<file path="src/hw/rtl/lzx_pkg.sv">
// Shared types and constants of the LZEXE stream decompressor.
// Used by the front parser, the command queue, the copy engine and the top level.
`timescale 1ns / 1ps

package lzx_pkg;

	localparam int WINDOW_SIZE      = 8192;
	localparam int HIST_AW          = $clog2(WINDOW_SIZE);
	localparam int BYTES_PER_RESULT = 4;
	// Results carry at most four byte fields.
	localparam int OUT_BYTES        = (BYTES_PER_RESULT > 4) ? 4 : BYTES_PER_RESULT;
	localparam int CNT_W            = $clog2(OUT_BYTES);
	localparam int COUNT_W          = 3;
	localparam int SPAN_W           = 16;
	localparam int LEN_W            = 9;

	typedef enum logic [1:0] {
		CMD_LIT  = 2'd0,
		CMD_COPY = 2'd1,
		CMD_END  = 2'd2
	} cmd_kind_t;

	typedef struct packed {
		cmd_kind_t          kind;
		logic [7:0]         lit;
		logic [SPAN_W-1:0]  span;
		logic [LEN_W-1:0]   len;
	} cmd_t;

	typedef struct packed {
		logic [OUT_BYTES-1:0][7:0] data;
		logic [COUNT_W-1:0]        count;
		logic                      last;
		logic                      end_mark;
	} res_t;

endpackage

</file>
<file path="src/hw/rtl/lzx_front.sv">
// Front parser: takes compressed stream bytes, tracks control bits and turns
// tokens into literal, copy and end commands. Depends on lzx_pkg.
`timescale 1ns / 1ps

module lzx_front (
	input  logic          clk,
	input  logic          arst_n,
	input  logic          push,
	input  logic [7:0]    in_byte,
	input  logic          start_of_stream,
	output logic          full,
	output logic          cmd_push,
	output lzx_pkg::cmd_t cmd,
	input  logic          cmdq_full
);
	import lzx_pkg::*;

	typedef enum logic [8:0] {
		PH_BIT1      = 9'b000000001,
		PH_BIT2      = 9'b000000010,
		PH_LEN_HI    = 9'b000000100,
		PH_LEN_LO    = 9'b000001000,
		PH_LIT       = 9'b000010000,
		PH_SHORT_OFF = 9'b000100000,
		PH_LONG_OFF  = 9'b001000000,
		PH_LONG_LEN  = 9'b010000000,
		PH_EXT       = 9'b100000000
	} phase_t;

	localparam logic [4:0] WORD_BITS     = 5'd16;
	localparam logic [7:0] SHORT_SPAN_HI = 8'hFF;
	localparam logic [2:0] LONG_SPAN_TOP = 3'b111;

	phase_t      phase_q, phase_d;
	logic [15:0] ctrl_q, ctrl_d;
	logic [4:0]  bits_q, bits_d;
	logic        low_q, low_d;
	logic        ended_q, ended_d;
	logic [2:0]  len_q, len_d;
	logic [15:0] off_q, off_d;
	logic        bit_phase, busy, accept, cbit;

	assign bit_phase = (phase_q == PH_BIT1) || (phase_q == PH_BIT2) ||
	                   (phase_q == PH_LEN_HI) || (phase_q == PH_LEN_LO);
	// Control bits are spent one per cycle until a data byte is due.
	assign busy   = !ended_q && bit_phase && (bits_q != 5'd0);
	assign full   = busy || cmdq_full;
	assign accept = push && !full;
	assign cbit   = ctrl_q[0];

	always_comb begin
		ctrl_d   = ctrl_q;
		bits_d   = bits_q;
		low_d    = low_q;
		phase_d  = phase_q;
		len_d    = len_q;
		off_d    = off_q;
		ended_d  = ended_q;
		cmd_push = 1'b0;
		cmd      = '0;
		if (accept) begin
			if (start_of_stream) begin
				ctrl_d  = '0;
				bits_d  = '0;
				low_d   = 1'b0;
				phase_d = PH_BIT1;
				len_d   = '0;
				off_d   = '0;
				ended_d = 1'b0;
			end
			if (!ended_d) begin
				if (bits_d == 5'd0) begin
					if (!low_d) begin
						ctrl_d = {8'h00, in_byte};
						low_d  = 1'b1;
					end else begin
						ctrl_d = {in_byte, ctrl_d[7:0]};
						low_d  = 1'b0;
						bits_d = WORD_BITS;
					end
				end else begin
					case (phase_d)
						PH_LIT: begin
							cmd_push = 1'b1;
							cmd.kind = CMD_LIT;
							cmd.lit  = in_byte;
							phase_d  = PH_BIT1;
						end
						PH_SHORT_OFF: begin
							cmd_push = 1'b1;
							cmd.kind = CMD_COPY;
							cmd.span = {SHORT_SPAN_HI, in_byte};
							cmd.len  = LEN_W'(len_d);
							phase_d  = PH_BIT1;
						end
						PH_LONG_OFF: begin
							off_d   = {8'h00, in_byte};
							phase_d = PH_LONG_LEN;
						end
						PH_LONG_LEN: begin
							off_d = {LONG_SPAN_TOP, in_byte[7:3], off_d[7:0]};
							if (in_byte[2:0] == 3'd0) begin
								phase_d = PH_EXT;
							end else begin
								cmd_push = 1'b1;
								cmd.kind = CMD_COPY;
								cmd.span = off_d;
								cmd.len  = LEN_W'(in_byte[2:0]) + LEN_W'(2);
								phase_d  = PH_BIT1;
							end
						end
						PH_EXT: begin
							if (in_byte == 8'd0) begin
								cmd_push = 1'b1;
								cmd.kind = CMD_END;
								ended_d  = 1'b1;
							end else if (in_byte != 8'd1) begin
								cmd_push = 1'b1;
								cmd.kind = CMD_COPY;
								cmd.span = off_d;
								cmd.len  = LEN_W'(in_byte) + LEN_W'(1);
							end
							phase_d = PH_BIT1;
						end
						default: begin
							phase_d = phase_q;
						end
					endcase
				end
			end
		end else if (busy) begin
			ctrl_d = {1'b0, ctrl_q[15:1]};
			bits_d = bits_q - 5'd1;
			case (phase_q)
				PH_BIT1:   phase_d = cbit ? PH_LIT : PH_BIT2;
				PH_BIT2:   phase_d = cbit ? PH_LONG_OFF : PH_LEN_HI;
				PH_LEN_HI: begin
					len_d   = {1'b0, cbit, 1'b0};
					phase_d = PH_LEN_LO;
				end
				PH_LEN_LO: begin
					len_d   = (len_q | {2'b00, cbit}) + 3'd2;
					phase_d = PH_SHORT_OFF;
				end
				default: phase_d = phase_q;
			endcase
		end
	end

	always_ff @(posedge clk or negedge arst_n) begin
		if (!arst_n) begin
			phase_q <= PH_BIT1;
			ctrl_q  <= '0;
			bits_q  <= '0;
			low_q   <= 1'b0;
			ended_q <= 1'b0;
			len_q   <= '0;
			off_q   <= '0;
		end else begin
			phase_q <= phase_d;
			ctrl_q  <= ctrl_d;
			bits_q  <= bits_d;
			low_q   <= low_d;
			ended_q <= ended_d;
			len_q   <= len_d;
			off_q   <= off_d;
		end
	end

endmodule

</file>
<file path="config.mk">
export PLATFORM = sky130hd
export DESIGN_NAME = lzx_front
export DESIGN_NICKNAME = d
export VERILOG_FILES = /design/src/hw/rtl/lzx_pkg.sv /design/src/hw/rtl/lzx_front.sv
export SDC_FILE = /design/constraint.sdc
export NUM_CORES = 1
export LEC_CHECK = 0
export ABC_AREA = 1
export BUFFER_PORTS_ARGS = -buffer_cell sky130_fd_sc_hd__buf_2
export CORE_MARGIN = 2
export CORE_UTILIZATION = 45
export CTS_BUF_LIST = sky130_fd_sc_hd__clkbuf_8 sky130_fd_sc_hd__clkbuf_16
export DETAILED_ROUTE_END_ITERATION = 6
export HOLD_SLACK_MARGIN = 0.15
export PLACE_DENSITY = 0.68
export REMOVE_ABC_BUFFERS = 1
export SLEW_MARGIN = 5
export SYNTH_ARGS = -nofsm -noshare
export SYNTH_HDL_FRONTEND = slang
export SYNTH_SLANG_ARGS = --single-unit
</file>
<file path="constraint.sdc">
create_clock -name clk -period 2.08 [get_ports clk]
set_input_delay 0 -clock clk [delete_from_list [all_inputs] [get_ports clk]]
set_output_delay 0 -clock clk [all_outputs]
set_load 0.005 [all_outputs]
</file>
After elaboration in Yosys (flattened, before gate mapping)
Index checks and enable logic that the tools add are counted.
{"block": "totals", "inputBits": 13, "out_inout_bits": 37, "reg_bits": 51, "word_cells": 105}
{"block": "classes", "reduce_logical": 20, "n_eq_ne": 11, "addsub": 4, "bitwise": 1, "n_mux": 62}
{"cell": "$mux W16", "count": 9}
{"cell": "$mux W35", "count": 3}
{"cell": "$mux W25", "count": 3}
{"cell": "$pmux W25 S3", "count": 1}
{"cell": "$mux W9", "count": 7}
{"cell": "$mux W5", "count": 8}
{"cell": "$pmux W9 S4", "count": 1}
{"cell": "$pmux W16 S2", "count": 1}
{"cell": "$pmux W9 S3", "count": 1}
{"cell": "$mux W1", "count": 19}
{"cell": "$reduce_bool A5 Y1", "count": 2}
{"cell": "$add A8 B1 Y9 const B", "count": 1}
{"cell": "$eq A9 B1 Y1 const B", "count": 1}
{"cell": "$eq A9 B2 Y1 const B", "count": 1}
{"cell": "$eq A9 B3 Y1 const B", "count": 1}
{"cell": "$eq A9 B4 Y1 const B", "count": 1}
{"cell": "$eq A9 B5 Y1 const B", "count": 1}
{"cell": "$eq A9 B6 Y1 const B", "count": 1}
{"cell": "$eq A9 B7 Y1 const B", "count": 1}
{"cell": "$eq A9 B8 Y1 const B", "count": 1}
{"cell": "$eq A9 B9 Y1 const B", "count": 1}
{"cell": "$mux W3", "count": 3}
{"cell": "$logic_not A8 Y1", "count": 1}
{"cell": "$mux W8", "count": 1}
{"cell": "22 further kinds", "count": 28}

Logic depth before layout (Yosys ltp)
{"block": "depth", "word_depth": 16, "mapped_depth": 13, "mapped_depth_nobuf": 12}

Worst setup path after synthesis
Ideal clock, no wire load.
{"block": "synth_path", "kind": "flip-flop to flip-flop", "from": "register bits_q[0]", "to": "register low_q", "synth_period_minus_slack_ns": 1.788, "setup_slack_ns": 0.292, "required_time_ns": 1.953, "t_arrival_ns": 1.661, "setup_ns": 0.127, "path_stages_with_launch": 12, "n_path_buf": 2, "path_cell_list": "dfrtp_1 -> inv_1 -> ha_1 -> nand3_1 -> o21ai_0 -> inv_1 -> nand2_4 -> nand3_4 -> buf_6 -> buf_6 -> o21ai_1 -> o21ai_1"}
{"block": "synth_between", "elab_chain_len": 5, "word_cells_on_any_way": 10, "cone_classes": "mux (4); reduce/logical (6)"}
{"element": "start, declared", "line_no": "lzx_front.sv:36", "source": "logic [4:0] bits_q, bits_d;"}
{"element": "start signal, assigned", "line_no": "lzx_front.sv:162", "source": "bits_q <= bits_d;"}
{"element": "$mux W5 / $reduce_bool A5 Y1 (equally long branches)", "line_no": "lzx_front.sv:62, lzx_front.sv:46"}
{"element": "$mux W5 / $logic_and A1 B1 Y1 (equally long branches)", "line_no": "lzx_front.sv:61, lzx_front.sv:46"}
{"element": "$logic_not A5 Y1 / $logic_or A1 B1 Y1 (equally long branches)", "line_no": "lzx_front.sv:72, lzx_front.sv:47"}
{"element": "$mux W1 / $logic_not A1 Y1 (equally long branches)", "line_no": "lzx_front.sv:72, lzx_front.sv:48"}
{"element": "$mux W1 / $logic_and A1 B1 Y1 (equally long branches)", "line_no": "lzx_front.sv:71, lzx_front.sv:48"}
{"element": "end signal, assigned", "line_no": "lzx_front.sv:163", "source": "low_q <= low_d;"}
{"element": "end, declared", "line_no": "lzx_front.sv:37", "source": "logic low_q, low_d;"}
Parallel ways exist; a longest one is shown, timed or not. The select of a mux whose other input is x is not followed.
A chain may end at the register's enable or synchronous reset.

==> reports/metrics.cfg <==
[layout]
stdcell_count = 819
syn2layout_area_growth_pct = 31.0
final_area_um2 = 5330
drive_above_1_share_pct = 29.3
final_util_pct = 60.9
nNetsFinal = 728
diodes = 0

[clocking]
root_buffer = clkbuf_8
cts_buffers = 5
clk_pin_slew_ns = 0.11
cts_tree = built
cts_buffer_depth = 2
htree_levels = 2
clk_latency_ns = 0.32
clock_sinks = 51

[global_routing]
grt.total_usage_pct = 27.5
antenna_found_initial = 0
grt_pass1_vias = 4508
grt_pass1_wl_um = 21800
overflow = 0
grt_max_degree = 48

[power_and_ir_drop]
seqPwrFrac_pct = 29.6
p_int_uw = 2680
swShare_pct = 48.1
pwr-share-comb_pct = 58.0
switchingPower_uw = 2480
power_uw = 5150
p_per_area_nw_per_um2 = 966
p_clk_share_pct = 12.4
leakage_uw = 0.00263
vdd_ir_drop_max_mv = 0.554

[die]
initial_utilization_pct = 46.4
num_rows = 34
die_area_um2 = 9820
die_height_um = 99.1
die_w_um = 99.1
ioPinCount = 50
coreArea_um2 = 8760

[logic_synthesis]
yosysTopAreaCell = dfrtp_1
ys_warn_count = 0
syn_area_per_cell_um2 = 6.59
synth_mux_area_share_pct = 0
synth-seq-cells = 51
async_flop_share_pct = 100
yosys.area_share.simple_pct = 41.5
yosysSeqAreaShare_pct = 31.4
synthTopCellsByArea = dfrtp_1 31%, nand2_1 14%, nor2_1 7.9%, nand3_1 7.5%, inv_1 5.4%
synth_top_area_share_pct = 30.7
synthCells = 618
synth_edf_count = 0
syn_area_um2 = 4070
synth_fa_ha_area_share_pct = 1.54
synth_top_family_by_area = simple AND/OR/NAND/NOR gates
ys.flop_type = dfrtp_1
synth_compound_area_share_pct = 12.7
synthXorXnorAreaFrac_pct = 1.72
yosysUniqueCellTypes = 40

[route]
viasPerCell = 5.72
wire_per_inst_um = 16.8
drc = 0
drtIter0Drc = 346
ant_nets = 0
first_pass_iters = 5
vias = 4686
wl_um = 13700

[sta]
hold_viol = 0
worst_slack_ns = -0.119
finalMaxSlewViolations = 0
max_slew_margin_pct = 64.6
period_needed_ns = 2.20
skew_ns = 0.0131
rsz0062_at_grt = true
tightest_slew_ns = 0.531
min_period_over_period_pct = 106
setup_violations = 34
fmax_mhz = 455

[critical_path]
crit_type = register to output port
critPathMaxFanout = 8
cp.arrival_ns = 2.20
worstPathRequired_ns = 2.08
cp-start-kind = register
end_kind = output port

[placement]
dpl_cell_area_um2 = 4490
dpl.hpwl_um = 9100
globalplace.congestion = 0.958
placedCellCount = 775
port_buffers = 49

[outcome]
violations = setup timing
status = finished with violations

[job]
maxCapViolCount = 0

[worst_hold_path]
hp-class = primary input to register

[power groups by stage]
stage	clock, uW	combinational [uW]	sequential [uW]
after detailed placement	0	2390	1520
after floorplan	0	1630	1470
after global placement	0	2340	1510
after CTS	658	2650	1510
after global routing	692	3280	1560
final	640	2990	1530
[layer usage]
| metal | routed length, um | global-route usage (%) | vias to the layer above |
|---|---|---|---|
| met5 | 0 | 0 | - |
| met4 | 295 | 9.91 | 0 |
| met3 | 1180 | 4.01 | 30 |
| met2 | 6500 | 44.9 | 216 |
| met1 | 5760 | 37.2 | 2224 |
| li1 | - | - | 2216 |
[kinds of logic after synthesis]
| logic type | count (synthesis) |
|---|---|
| AO/OA/AOI/OAI | 92 |
| XOR/XNOR | 8 |
| adder cells (fa/ha/maj) | 5 |
| buffers and inverters | 96 |
| flip-flops | 51 |
| AND/OR/NAND/NOR | 366 |
[path summary, 6_finish.rpt]
check	startpoint	end	slack, ns	depth (start not counted)
hold reg to reg	off_q[6]	off_q[6]	0.49	2
min in group asynchronous	arst_n	phase_q[7]	0.18	2
setup / recovery	phase_q[0]	cmd[26]	-0.12	11
max in group asynchronous	arst_n	off_q[2]	1.25	3
hold / removal	push	ctrl_q[2]	0.17	3
setup reg to reg	phase_q[0]	low_q	0.01	13
[registers in the layout, summed over array words and instances, names as in the netlist]
| signal | count |
|---|---|
| ctrl_q | 16 |
| phase_q | 9 |
| ended_q | 1 |
| off_q | 16 |
| low_q | 1 |
| len_q | 3 |
| bits_q | 5 |
[cells in the mapped netlist (4+ instances only)]
cell type,n
a21oi_1,15
a31oi_1,9
buf_2,11
buf_6,9
clkbuf_1,5
dfrtp_1,50
ha_1,5
inv_1,59
inv_2,7
nand2_1,153
nand2_2,7
nand3_1,61
nand4_1,21
nor2_1,86
nor2_2,5
nor2_4,4
nor3_1,14
o211ai_1,8
o21ai_0,44
o21ai_1,8
xor2_1,7
[repair_timing]
| action | 4_1_cts | 5_1_grt |
|---|---|---|
| pin swaps | 3 | 13 |
| gates cloned | 1 | 3 |
| hold endpoints to repair | 62 | 1 |
| resized for setup | 44 | 70 |
| setup buffers | 11 | 13 |
| hold buffers | 8 | 1 |
| endpoints found under the setup margin | 37 | 84 |
[cells in the final DEF (no fill, tap or decap), types with 5 or more instances in the layout]
master / count
inv_2: 8
a31oi_1: 5
o21ai_2: 6
buf_6: 8
nor2_4: 16
nand3_1: 56
o211ai_1: 8
inv_1: 55
nor2_1: 64
nand2_1: 145
dfrtp_1: 48
a21oi_1: 14
xor2_1: 7
nand3_2: 6
buf_2: 50
buf_4: 39
dlygate4sd3_1: 9
nor2_2: 15
o21ai_0: 41
clkbuf_8: 5
nor3_1: 8
nand4_1: 21
nand2_2: 11
buf_12: 5
o21ai_1: 5
[area by class of cell]
| cell class | instances | area [um2] |
|---|---|---|
| fill | 819 | 3430 |
| multi-input combinational | 471 | 2670 |
| sequential | 51 | 1280 |
| timing repair buffer | 114 | 891 |
| inverter | 67 | 268 |
| tap | 108 | 135 |
| clock buffer | 5 | 68.8 |
| clock inverter | 3 | 26.3 |
[critical path, stage by stage (launching register included)]
cell,delay (ns)
dfstp_2,0.60
nor2_4,0.06
nand2_2,0.10
inv_2,0.03
nand3b_1,0.15
nand4_4,0.12
nand2_4,0.11
nand3_4,0.11
buf_12,0.18
buf_12,0.14
nor3_4,0.13
buf_2,0.14
[per-stage QoR]
stage / worst slack (ns) / setup TNS, ns / hold WS (ns)
6_report: -0.119 / -2.42 / 0.169
2_1_floorplan: -0.677 / -31.60 / -0.296
4_1_cts: -0.0637 / -0.957 / 0.151
5_1_grt: -0.222 / -7.66 / 0.177
3_3_place_gp: 0.0337 / 0 / 0.0109
3_5_place_dp: 0.00208 / 0 / 0.0147
Power figures use the tool's default switching activity.
