`src/hw/rtl/lzx_pkg.sv`:
```
// Shared types and constants of the LZEXE stream decompressor.
// Used by the front parser, the command queue, the copy engine and the top level.
`timescale 1ns / 1ps

package lzx_pkg;

	localparam int WINDOW_SIZE      = 8192;
	localparam int HIST_AW          = $clog2(WINDOW_SIZE);
	localparam int BYTES_PER_RESULT = 4;
	// Results carry at most four byte fields.
	localparam int OUT_BYTES        = (BYTES_PER_RESULT > 4) ? 4 : BYTES_PER_RESULT;
	localparam int CNT_W            = $clog2(OUT_BYTES);
	localparam int COUNT_W          = 3;
	localparam int SPAN_W           = 16;
	localparam int LEN_W            = 9;

	typedef enum logic [1:0] {
		CMD_LIT  = 2'd0,
		CMD_COPY = 2'd1,
		CMD_END  = 2'd2
	} cmd_kind_t;

	typedef struct packed {
		cmd_kind_t          kind;
		logic [7:0]         lit;
		logic [SPAN_W-1:0]  span;
		logic [LEN_W-1:0]   len;
	} cmd_t;

	typedef struct packed {
		logic [OUT_BYTES-1:0][7:0] data;
		logic [COUNT_W-1:0]        count;
		logic                      last;
		logic                      end_mark;
	} res_t;

endpackage

```
`src/hw/rtl/lzx_cmd_queue.sv`:
```
// Four-entry command queue between the front parser and the copy engine.
// Depends on lzx_pkg for the command type.
`timescale 1ns / 1ps

module lzx_cmd_queue (
	input  logic          clk,
	input  logic          arst_n,
	input  logic          wr,
	input  lzx_pkg::cmd_t din,
	output logic          full,
	input  logic          rd,
	output lzx_pkg::cmd_t dout,
	output logic          empty
);
	import lzx_pkg::*;

	localparam int DEPTH = 4;
	localparam int AW    = $clog2(DEPTH);

	cmd_t          mem_q [DEPTH];
	logic [AW-1:0] wptr_q, rptr_q;
	logic [AW:0]   cnt_q;
	logic          do_wr, do_rd;

	assign full  = (cnt_q == (AW+1)'(DEPTH));
	assign empty = (cnt_q == '0);
	assign dout  = mem_q[rptr_q];
	assign do_wr = wr && !full;
	assign do_rd = rd && !empty;

	always_ff @(posedge clk) begin
		if (do_wr) begin
			mem_q[wptr_q] <= din;
		end
	end

	always_ff @(posedge clk or negedge arst_n) begin
		if (!arst_n) begin
			wptr_q <= '0;
			rptr_q <= '0;
			cnt_q  <= '0;
		end else begin
			if (do_wr) begin
				wptr_q <= wptr_q + AW'(1);
			end
			if (do_rd) begin
				rptr_q <= rptr_q + AW'(1);
			end
			cnt_q <= cnt_q + (AW+1)'(do_wr) - (AW+1)'(do_rd);
		end
	end

endmodule

```
`config.mk`:
```
export PLATFORM = sky130hd
export DESIGN_NAME = lzx_cmd_queue
export DESIGN_NICKNAME = d
export VERILOG_FILES = /design/src/hw/rtl/lzx_pkg.sv /design/src/hw/rtl/lzx_cmd_queue.sv
export SDC_FILE = /design/constraint.sdc
export NUM_CORES = 1
export LEC_CHECK = 0
export BUFFER_PORTS_ARGS = -buffer_cell sky130_fd_sc_hd__buf_2
export CORE_MARGIN = 4
export CORE_UTILIZATION = 55
export CTS_CLUSTER_SIZE = 25
export DETAILED_ROUTE_END_ITERATION = 10
export HOLD_SLACK_MARGIN = 0.03
export PLACE_DENSITY = 0.77
export REMOVE_ABC_BUFFERS = 1
export SLEW_MARGIN = 20
export SYNTH_ARGS = -nofsm -noshare
export SYNTH_HDL_FRONTEND = slang
export SYNTH_SLANG_ARGS = --single-unit
```
`constraint.sdc`:
```
create_clock -name clk -period 5.4 [get_ports clk]
set_input_delay 1.08 -clock clk [delete_from_list [all_inputs] [get_ports clk]]
set_output_delay 1.08 -clock clk [all_outputs]
set_load 0.01 [all_outputs]
```
# Yosys cells after proc, flatten, opt, wreduce, memory -nomap -nowiden
# Memory sizes are Yosys's and may differ from the RTL's.
# Cells that the tools add are included.
word_totals:
  inputBits: 39
  ramBits: 140
  memories: 1
  wordCells: 16
  out_inout_bits: 37
  regBits: 7
classes:
  addsub: 4
  reduce_logical: 5
  mux: 2
  eq_ne: 1
memory_table:
  columns: ["memory", "depth", "width", "rd", "rd_clocked_by_memory_dff", "write_ports", "line", "text"]
  rows:
  - ["mem_q", 4, 35, 1, 0, 1, "lzx_cmd_queue.sv:20", "cmd_t mem_q [DEPTH];"]
op_table:
  columns: ["op", "count"]
  rows:
  - ["$add 2x1->2 const B", 2]
  - ["$add 3x1->3", 1]
  - ["$eq 3x3->1 const B", 1]
  - ["$logic_not 3->1", 1]
  - ["$sub 3x1->3", 1]
  - ["$logic_and 1x1->1", 2]
  - ["$logic_not 1->1", 2]
  - ["$mux 1", 2]

# Logic depth before layout (Yosys ltp)
# Gate-level depths: netlist of run 1.
depth:
  ltp_word: 5
  depth_mapped: 8
  depth_no_buf: 8

# Worst setup path after synthesis of run 1
# OpenSTA, ideal clock, no wires.
synth_timing:
  path_type: "input -> register"
  startpoint: "input port rd"
  endpoint: "register cnt_q[2]"
  t_required_ns: 5.277
  path_buffers: 0
  setup_time_ns: 0.123
  setup_slack_ns: 2.944
  t_arrival_ns: 2.333
  cell_stages: 8
  path_cell_list: "o31ai_1 -> inv_1 -> ha_1 -> inv_1 -> ha_1 -> fa_1 -> xnor2_1 -> xnor2_1"
synth_between:
  elab_chain_cells: 2
synth_lines:
  columns: ["element", "line", "text"]
  rows:
  - ["from (decl)", "lzx_cmd_queue.sv:11", "input logic rd,"]
  - ["$logic_and 1x1->1", "lzx_cmd_queue.sv:29", "assign do_rd = rd && !empty;"]
  - ["via do_rd", "lzx_cmd_queue.sv:23", "logic do_wr, do_rd;"]
  - ["$sub 3x1->3", "lzx_cmd_queue.sv:49", "cnt_q <= cnt_q + (AW+1)'(do_wr) - (AW+1)'(do_rd);"]
  - ["to (signal assigned)", "lzx_cmd_queue.sv:49", null]
  - ["to (decl)", "lzx_cmd_queue.sv:22", "logic [AW:0] cnt_q;"]
# The timed path passes the listed nets, and every way through them passes these cells.
# A chain may end at the register's enable or synchronous reset.

==> flow_summary.json, run 1 <==
{
  "ys_types": 20,
  "worstReg2RegStart": "cnt_q[0]",
  "wl_mm": 9.28,
  "max_freq_mhz": 290,
  "clk_path_buf_depth": 2,
  "vias_per_cell": 5.54,
  "grt_overflow": 0,
  "crit_slowest_cell": "mux4_1",
  "crit_arrival_ns": 2.37,
  "synth_most_common_cell": "edfxtp_1",
  "antenna_cells": 0,
  "startpoint_type": "register",
  "die_h_um": 109,
  "setup_viol": 0,
  "gp_congestion": 0.738,
  "core-area_um2": 9820,
  "synth_seq_area_share_pct": 78.6,
  "synth.area.top_cells": "edfxtp_1 (75%), mux4_2 (11%), mux4_1 (3.3%)",
  "rsz0062_at_grt": "no",
  "grt_pass1_vias": 2680,
  "postRouteAntennaNets": 0,
  "synth_top_area_cell": "edfxtp_1",
  "numClockSinks": 147,
  "dieArea_um2": 11800,
  "ys.flop_type": "edfxtp_1",
  "io_pins": 76,
  "slew_headroom_pct": 36.4,
  "cp_num_buf_inv": 2,
  "path_cells": "buf_4 -> mux4_1 -> buf_2",
  "hpwl_mm": 5.47,
  "critPathCaptureType": "output pin",
  "max-cap-violations": 0,
  "critPathTopFamily": "buffers and inverters",
  "drive_above_1_share_pct": 43.5,
  "drc": 0,
  "post_cts_buffers": 0,
  "grt_antenna_before_repair": 0,
  "dp.cells": 425,
  "synth_cells": 224,
  "fp.dieW_um": 109,
  "peakVddDrop_uv": 421,
  "hold_path_class": "in -> async",
  "fin_worst_skew_ns": 0.0102,
  "status": "complete, no violations",
  "slew_viol_final": 0,
  "syn_area_um2": 5570,
  "synth_edf_count": 140,
  "cellPowerDensity_nw_per_um2": 562,
  "tightest_slew_ns": 0.955,
  "track_usage_pct": 17.1,
  "rows": 36,
  "r2r.worst_path.cells": 8,
  "finalCriticalPeriod_ns": 3.45,
  "htree_levels": 4,
  "critPathKind": "reg -> out",
  "portBuffers": 75,
  "worstPathMaxFanout": 29,
  "finalPower_w": 0.00371,
  "hold_viol": 0,
  "start_util_pct": 56.8,
  "syn_avg_cell_area_um2": 24.9,
  "synth_commonest_cells": "edfxtp_1 (140), mux4_2 (28), dfrtp_1 (7), mux4_1 (7)",
  "final_net_count": 357,
  "setup_tns_ns": 0,
  "cts_tree": "built",
  "instances_no_fill": 457,
  "synthArstFlopShare_pct": 4.76,
  "ff2ff_setup_slack_ns": 3.16,
  "area_growth_syn_to_layout_pct": 18.6,
  "cts.reportedPaths.clkPinSlew_ns": 0.06,
  "fin_crit_sh_pct": 63.9,
  "leakage_nw": 2.33,
  "r2r-end": "cnt_q[2]",
  "slowest_delay_ns": 0.67,
  "worst_skew_pair.late_latency_ns": 0.49,
  "postCtsResizedCells": 0,
  "grt_pass1_wl_mm": 14.4,
  "cts-buffers-inserted": 17,
  "wl_per_cell_um": 20.3,
  "worstSetupPathDepth": 3,
  "synth_top_area_share_pct": 75.4,
  "synth.ff_latch_count": 147,
  "postCtsHoldBufs": 0,
  "drt_iter0_drc": 153,
  "synth_warnings": 0,
  "grt_max_degree": 37,
  "first_pass_iters": 5,
  "ctsRootBufferMaster": "clkbuf_8",
  "num-fill-cells": 666,
  "critical_path_required_ns": 4.32,
  "vias": 2534
}
==> flip-flops by register name, indices dropped and copies added, names as in the netlist <==
signal / count
mem_q: 140
cnt_q: 3
rptr_q: 2
wptr_q: 2
==> worst max path at each step <==
| stage | startpoint | endpoint | slack [ns] |
|---|---|---|---|
| global route | rptr_q[0] | dout[0] | 1.77 |
| detailed placement | rptr_q[0] | dout[0] | 2.42 |
| finish | rptr_q[0] | dout[0] | 1.95 |
| floorplan | rptr_q[0] | dout[0] | 2.12 |
| global placement | rptr_q[0] | dout[0] | 2.38 |
| CTS | rptr_q[0] | dout[0] | 1.87 |
==> metrics by stage <==
stage / hold slack, ns / setup WS (ns) / instance area (um2) / utilization, %
2_1_floorplan: 0.543 / 2.12 / 5480 / -
5_1_grt: 0.393 / 1.77 / 6610 / 67.3
3_3_place_gp: 0.583 / 2.38 / 6040 / 61.5
3_5_place_dp: 0.607 / 2.42 / 6040 / 61.5
4_1_cts: 0.399 / 1.87 / 6610 / 67.3
6_report: 0.411 / 1.95 / 6610 / 67.3
==> area by class of cell <==
class	instances	area, um2	area share (%)
clock buffer	18	418	6.32
clock inverter	14	153	2.31
inverter	6	22.5	0.341
multi-input combinational	63	1080	16.4
sequential	147	4380	66.3
tap	133	166	2.52
timing repair buffer	76	383	5.79
==> worst reg2reg max path, cell delays in order (launching register included) <==
cell and delay (ns):
dfrtp_1 0.47, o31ai_1 0.41, inv_1 0.09, ha_1 0.28, inv_1 0.04, ha_1 0.19
fa_1 0.37, xnor2_1 0.18, xnor2_1 0.14
==> layer usage <==
metal	global-route usage, %	up-vias	part of all wire [%]
li1	-	1129	-
met1	23.2	1326	43
met2	27.6	75	51
met3	5.27	4	5.5
met4	4.06	0	0.45
met5	0	-	0
==> where the power goes <==
part           switching, W  internal, W
Combinational      0.000477     0.000467
Clock              0.000449     0.000664
Sequential         0.000145      0.00151
Total               0.00107      0.00264
==> cells by family (layout without fill, tap and decap cells) <==
kind of cell	count (synthesis)	in the layout	synth area share, %
AOI/OAI and AO/OA	4	4	0.561
xor gates and xnor gates	4	4	0.629
adders and majority gates	7	7	1.71
buffers and inverters	14	114	2.04
DFF	147	147	78.6
muxes	35	35	14.6
and+or+nand+nor	13	13	1.86
==> placed cells by master, fill, tap and decap left out, drive strengths merged <==
cell / n
edfxtp: 140
buf: 76
mux4: 35
clkbuf: 18
inv: 11
dfrtp: 7
ha: 6
nand2b: 4
xnor2: 4
and3b: 4
clkinv: 4
clkinvlp: 3
nand4bb: 2
o211ai: 2
bufinv: 2
nor3: 1
o31ai: 1
nor3b: 1
nand2: 1
o311ai: 1
fa: 1
No activity file was read; power rests on OpenSTA's default activity.
==> run 2: changes to the inputs <==
- clock period: 5.4 -> 3.3 ns (I/O delays scaled with it)
==> flow_summary.json, run 2 (same netlist as run 1, synthesis figures left out) <==
{
  "crit_arrival_ns": 2.23,
  "drt_iter0_drc": 111,
  "clkPwrFrac_pct": 29.6,
  "critical_path_required_ns": 2.64,
  "vias_per_cell": 5.55,
  "wl_per_cell_um": 20.4,
  "wl_met1_mm": 3.86,
  "vias": 2563,
  "drc": 0,
  "pwr-share-comb_pct": 26.2,
  "ctsRootBufferMaster": "clkbuf_8",
  "grt_overflow": 0,
  "worstReg2RegStart": "cnt_q[1]",
  "startpoint_type": "register",
  "r2r.worst_path.cells": 8,
  "numClockSinks": 147,
  "cts-buffers-inserted": 17,
  "max-cap-violations": 0,
  "critPathKind": "reg -> out",
  "power_switching_w": 0.00169,
  "post_cts_buffers": 0,
  "start_util_pct": 56.8,
  "dp.cells": 429,
  "biggestRegsByFlops": "mem_q: 140 flops, cnt_q: 3 flops",
  "setup_tns_ns": 0,
  "wl_mm": 9.42,
  "drive_above_1_share_pct": 43.2,
  "largest_reg_flops": 140,
  "hold_path_class": "in -> reg",
  "grt_max_degree": 36,
  "top_register": "mem_q",
  "track_usage_pct": 17.7,
  "crit_path_end": "dout[20]",
  "htree_levels": 4,
  "cellPowerDensity_nw_per_um2": 916,
  "postRouteAntennaNets": 0,
  "first_pass_iters": 4,
  "antenna_cells": 0,
  "clk_path_buf_depth": 2,
  "hold_viol": 0,
  "final_common_cell": "edfxtp_1",
  "grt_pass1_wl_mm": 14.9,
  "grt_antenna_before_repair": 0,
  "fin_worst_skew_ns": 0.00883,
  "dr.max_layer_used": "met4",
  "worstPathMaxFanout": 20,
  "leakage_nw": 2.36,
  "dieArea_um2": 11800,
  "io_pins": 76,
  "slew_viol_final": 0,
  "r2r-end": "cnt_q[2]",
  "peakVddDrop_uv": 517,
  "fp.dieW_um": 109,
  "cts_tree": "built",
  "slew_headroom_pct": 38.4,
  "wl_met2_mm": 4.81,
  "num-fill-cells": 649,
  "instances_no_fill": 462,
  "layout_common_cells": "edfxtp_1 (140), buf_2 (75), mux4_2 (28)",
  "crit_start": "rptr_q[0]",
  "ff2ff_setup_slack_ns": 1.05,
  "area_growth_syn_to_layout_pct": 19.4,
  "portBuffers": 75,
  "critPathCaptureType": "output pin",
  "status": "complete, no violations",
  "cts.reportedPaths.clkPinSlew_ns": 0.06,
  "setup_viol": 0,
  "p_seq_share_pct": 44.2,
  "worst_skew_pair.late_latency_ns": 0.51,
  "fin_crit_sh_pct": 87.5,
  "core-area_um2": 9820,
  "postCtsResizedCells": 0,
  "hpwl_mm": 5.70,
  "die_h_um": 109,
  "tightest_slew_ns": 0.924,
  "rsz0062_at_grt": "no",
  "wl_met3_um": 626,
  "p_int_w": 0.00441,
  "swShare_pct": 27.7,
  "finalCriticalPeriod_ns": 2.89,
  "grt_pass1_vias": 2774,
  "rows": 36,
  "gp_congestion": 0.739,
  "final_net_count": 362,
  "max_freq_mhz": 346
}
[run 2: layer usage]
metal  global-route usage, %  up-vias
li1                        -     1137
met4                    5.68        0
met3                    6.16       10
met5                       0        -
met2                    28.2      103
met1                    23.2     1313
[run 2: cell type report]
| cell class | instances | area [um2] | share of cell area, % |
|---|---|---|---|
| clock buffer | 20 | 425 | 6.39 |
| multi-input combinational | 63 | 1080 | 16.3 |
| inverter | 6 | 22.5 | 0.338 |
| timing repair buffer | 81 | 435 | 6.54 |
| clock inverter | 12 | 139 | 2.09 |
| tap | 133 | 166 | 2.50 |
| sequential | 147 | 4380 | 65.8 |
[run 2: how the worst min path moves through the flow]
stage | startpoint | end | slack (ns) | cells past startpoint
after global placement | arst_n | cnt_q[0] | 0.51 | 1
after floorplan | arst_n | cnt_q[0] | 0.36 | 0
after detailed placement | arst_n | wptr_q[1] | 0.51 | 1
final | din[5] | mem_q[0][5] | 0.36 | 1
after CTS | din[5] | mem_q[0][5] | 0.33 | 1
after global routing | din[23] | mem_q[2][23] | 0.34 | 1
[run 2: power groups by stage]
| stage | registers, W | logic [W] | clock network, W |
|---|---|---|---|
| 3_3_place_gp | 0.00271 | 0.00161 | 0 |
| 3_5_place_dp | 0.00274 | 0.00163 | 0 |
| 2_1_floorplan | 0.00274 | 0.000968 | 0 |
| 4_1_cts | 0.00271 | 0.00164 | 0.00184 |
| 5_1_grt | 0.00275 | 0.00174 | 0.00194 |
| 6_report | 0.00270 | 0.00160 | 0.00180 |
[run 2: timing repair]
item                                    CTS  global route
endpoints found under the setup margin    0             0
hold buffers                              1             0
hold endpoints to repair                  7             0
[run 2: critical path, cell delays in order (launching register included)]
cell and delay [ns]:
dfrtp_2 0.73, buf_12 0.28, mux4_2 0.54, buf_2 0.16
[run 2: metrics by stage]
step / hold slack (ns) / worst slack [ns] / utilization, % / power, W / area, um2
5_1_grt: 0.338 / 0.256 / 67.8 / 0.00642 / 6660
4_1_cts: 0.329 / 0.318 / 67.8 / 0.00619 / 6660
3_3_place_gp: 0.508 / 0.911 / 61.9 / 0.00432 / 6080
3_5_place_dp: 0.509 / 0.898 / 61.9 / 0.00437 / 6080
6_report: 0.363 / 0.411 / 67.8 / 0.00610 / 6660
2_1_floorplan: 0.364 / 0.435 / - / 0.00371 / 5480
==> run 3: changes to the inputs <==
- clock period: 3.3 -> 3.35 ns (I/O delays scaled with it)
==> flow_summary.json, run 3 (same netlist as run 1, synthesis figures left out) <==
{
  "status": "complete, no violations",
  "instances_no_fill": 461,
  "setup_viol": 0,
  "crit_start": "rptr_q[0]",
  "post_cts_buffers": 0,
  "tightest_slew_ns": 0.942,
  "drt_iter0_drc": 116,
  "area_growth_syn_to_layout_pct": 20.5,
  "r2r.worst_path.cells": 8,
  "fp.dieW_um": 109,
  "hpwl_mm": 5.79,
  "postRouteAntennaNets": 0,
  "slew_headroom_pct": 37.2,
  "clk_path_buf_depth": 2,
  "grt_max_degree": 36,
  "worst_skew_pair.late_latency_ns": 0.51,
  "critPathCaptureType": "output pin",
  "ctsRootBufferMaster": "clkbuf_8",
  "hold_ws_ns": 0.372,
  "rsz0062_at_grt": "no",
  "rows": 36,
  "final_common_cell": "edfxtp_1",
  "wl_mm": 9.63,
  "max_freq_mhz": 347,
  "antenna_cells": 0,
  "worstPathMaxFanout": 20,
  "hold_path_class": "in -> reg",
  "grt_pass1_vias": 2810,
  "path_cells": "buf_12 -> mux4_2 -> buf_2",
  "portBuffers": 75,
  "worstReg2RegStart": "cnt_q[1]",
  "numClockSinks": 147,
  "grt_antenna_before_repair": 1,
  "core-area_um2": 9820,
  "track_usage_pct": 18.2,
  "cts.reportedPaths.clkPinSlew_ns": 0.06,
  "critPathKind": "reg -> out",
  "critical_path_required_ns": 2.68,
  "dieArea_um2": 11800,
  "finalCriticalPeriod_ns": 2.88,
  "start_util_pct": 56.8,
  "peakVddDrop_uv": 610,
  "dp.cells": 428,
  "crit_arrival_ns": 2.21,
  "gp_congestion": 0.742,
  "cts_tree": "built",
  "largest_reg_flops": 140,
  "layout_common_cells": "edfxtp_1 (140), buf_2 (75), mux4_2 (28)",
  "die_h_um": 109,
  "final_area_um2": 6720,
  "fin_crit_sh_pct": 86.0,
  "ff2ff_setup_slack_ns": 1.10,
  "vias_per_cell": 5.64,
  "finalPower_w": 0.00624,
  "first_pass_iters": 4,
  "r2r-end": "cnt_q[2]",
  "drive_above_1_share_pct": 43.3,
  "io_pins": 76,
  "grt_overflow": 0,
  "slowest_delay_ns": 0.71,
  "crit_path_end": "dout[10]",
  "postCtsResizedCells": 0,
  "slew_viol_final": 0,
  "fin_worst_skew_ns": 0.00698,
  "max-cap-violations": 0,
  "biggestRegsByFlops": "mem_q: 140 flops, cnt_q: 3 flops",
  "cellPowerDensity_nw_per_um2": 929,
  "dpl_cell_area_um2": 6070,
  "grt_pass1_wl_mm": 15.3,
  "crit_slowest_cell": "dfrtp_2",
  "setup_tns_ns": 0,
  "wl_per_cell_um": 20.9,
  "leakage_nw": 2.39,
  "cts-buffers-inserted": 17,
  "startpoint_type": "register",
  "final_net_count": 361,
  "vias": 2601,
  "htree_levels": 4,
  "drc": 0,
  "hold_viol": 0,
  "top_register": "mem_q"
}
run 3: cell types whose count changed in the layout (fill, tap and decap cells not counted), sizes merged:
cell      before  now
bufinv         3    6
buf           80   79
clkbuf        20   19
clkinvlp       1    0
clkinv         8    7
run 3: cell type report:
cell class	count	area, um2
flip-flops and latches	147	4380
fillers	618	3100
multi-input cells	63	1080
repair buffers	80	428
clock buffers	19	422
clock inverters	13	213
well taps	133	166
inverters	6	22.5
run 3: metal layers:
layer  GRT usage [%]  share of wire (%)  vias to the layer above
li1                -                  -                     1136
met1            24.1                 42                     1365
met2            27.9                 50                       83
met3            6.57                6.7                       15
met4            7.30                1.2                        2
met5               0              0.073                        -
run 3: per-stage QoR:
stage	setup slack [ns]	utilization (%)
2_1_floorplan	0.475	-
3_3_place_gp	0.948	61.9
3_5_place_dp	0.940	61.9
4_1_cts	0.375	68.4
5_1_grt	0.303	68.4
6_report	0.468	68.4
run 3: worst min path at each step:
stage               startpoint           end  slack (ns)  depth (start not counted)
floorplan               arst_n      cnt_q[0]        0.37                          0
global placement        arst_n      cnt_q[0]        0.52                          1
detailed placement      arst_n      cnt_q[0]        0.52                          1
CTS                    din[20]  mem_q[2][20]        0.34                          1
global route           din[20]  mem_q[3][20]        0.35                          1
finish                 din[27]  mem_q[3][27]        0.37                          1
run 3: power by group:
group	internal (W)	switching, W
Sequential	0.00244	0.000222
Combinational	0.000779	0.000787
Clock	0.00135	0.000667
run 3: critical path, delay by kind of cell, from the launching register on:
kind                   cells  cell delay [ns]
buffers and inverters      2             0.43
muxes                      1             0.53
DFF                        1             0.71
run 3: timing repair:
action / 4_1_cts / 5_1_grt
hold buffers: 1 / 0
endpoints found under the setup margin: 0 / 0
endpoints found under the hold margin: 7 / 0
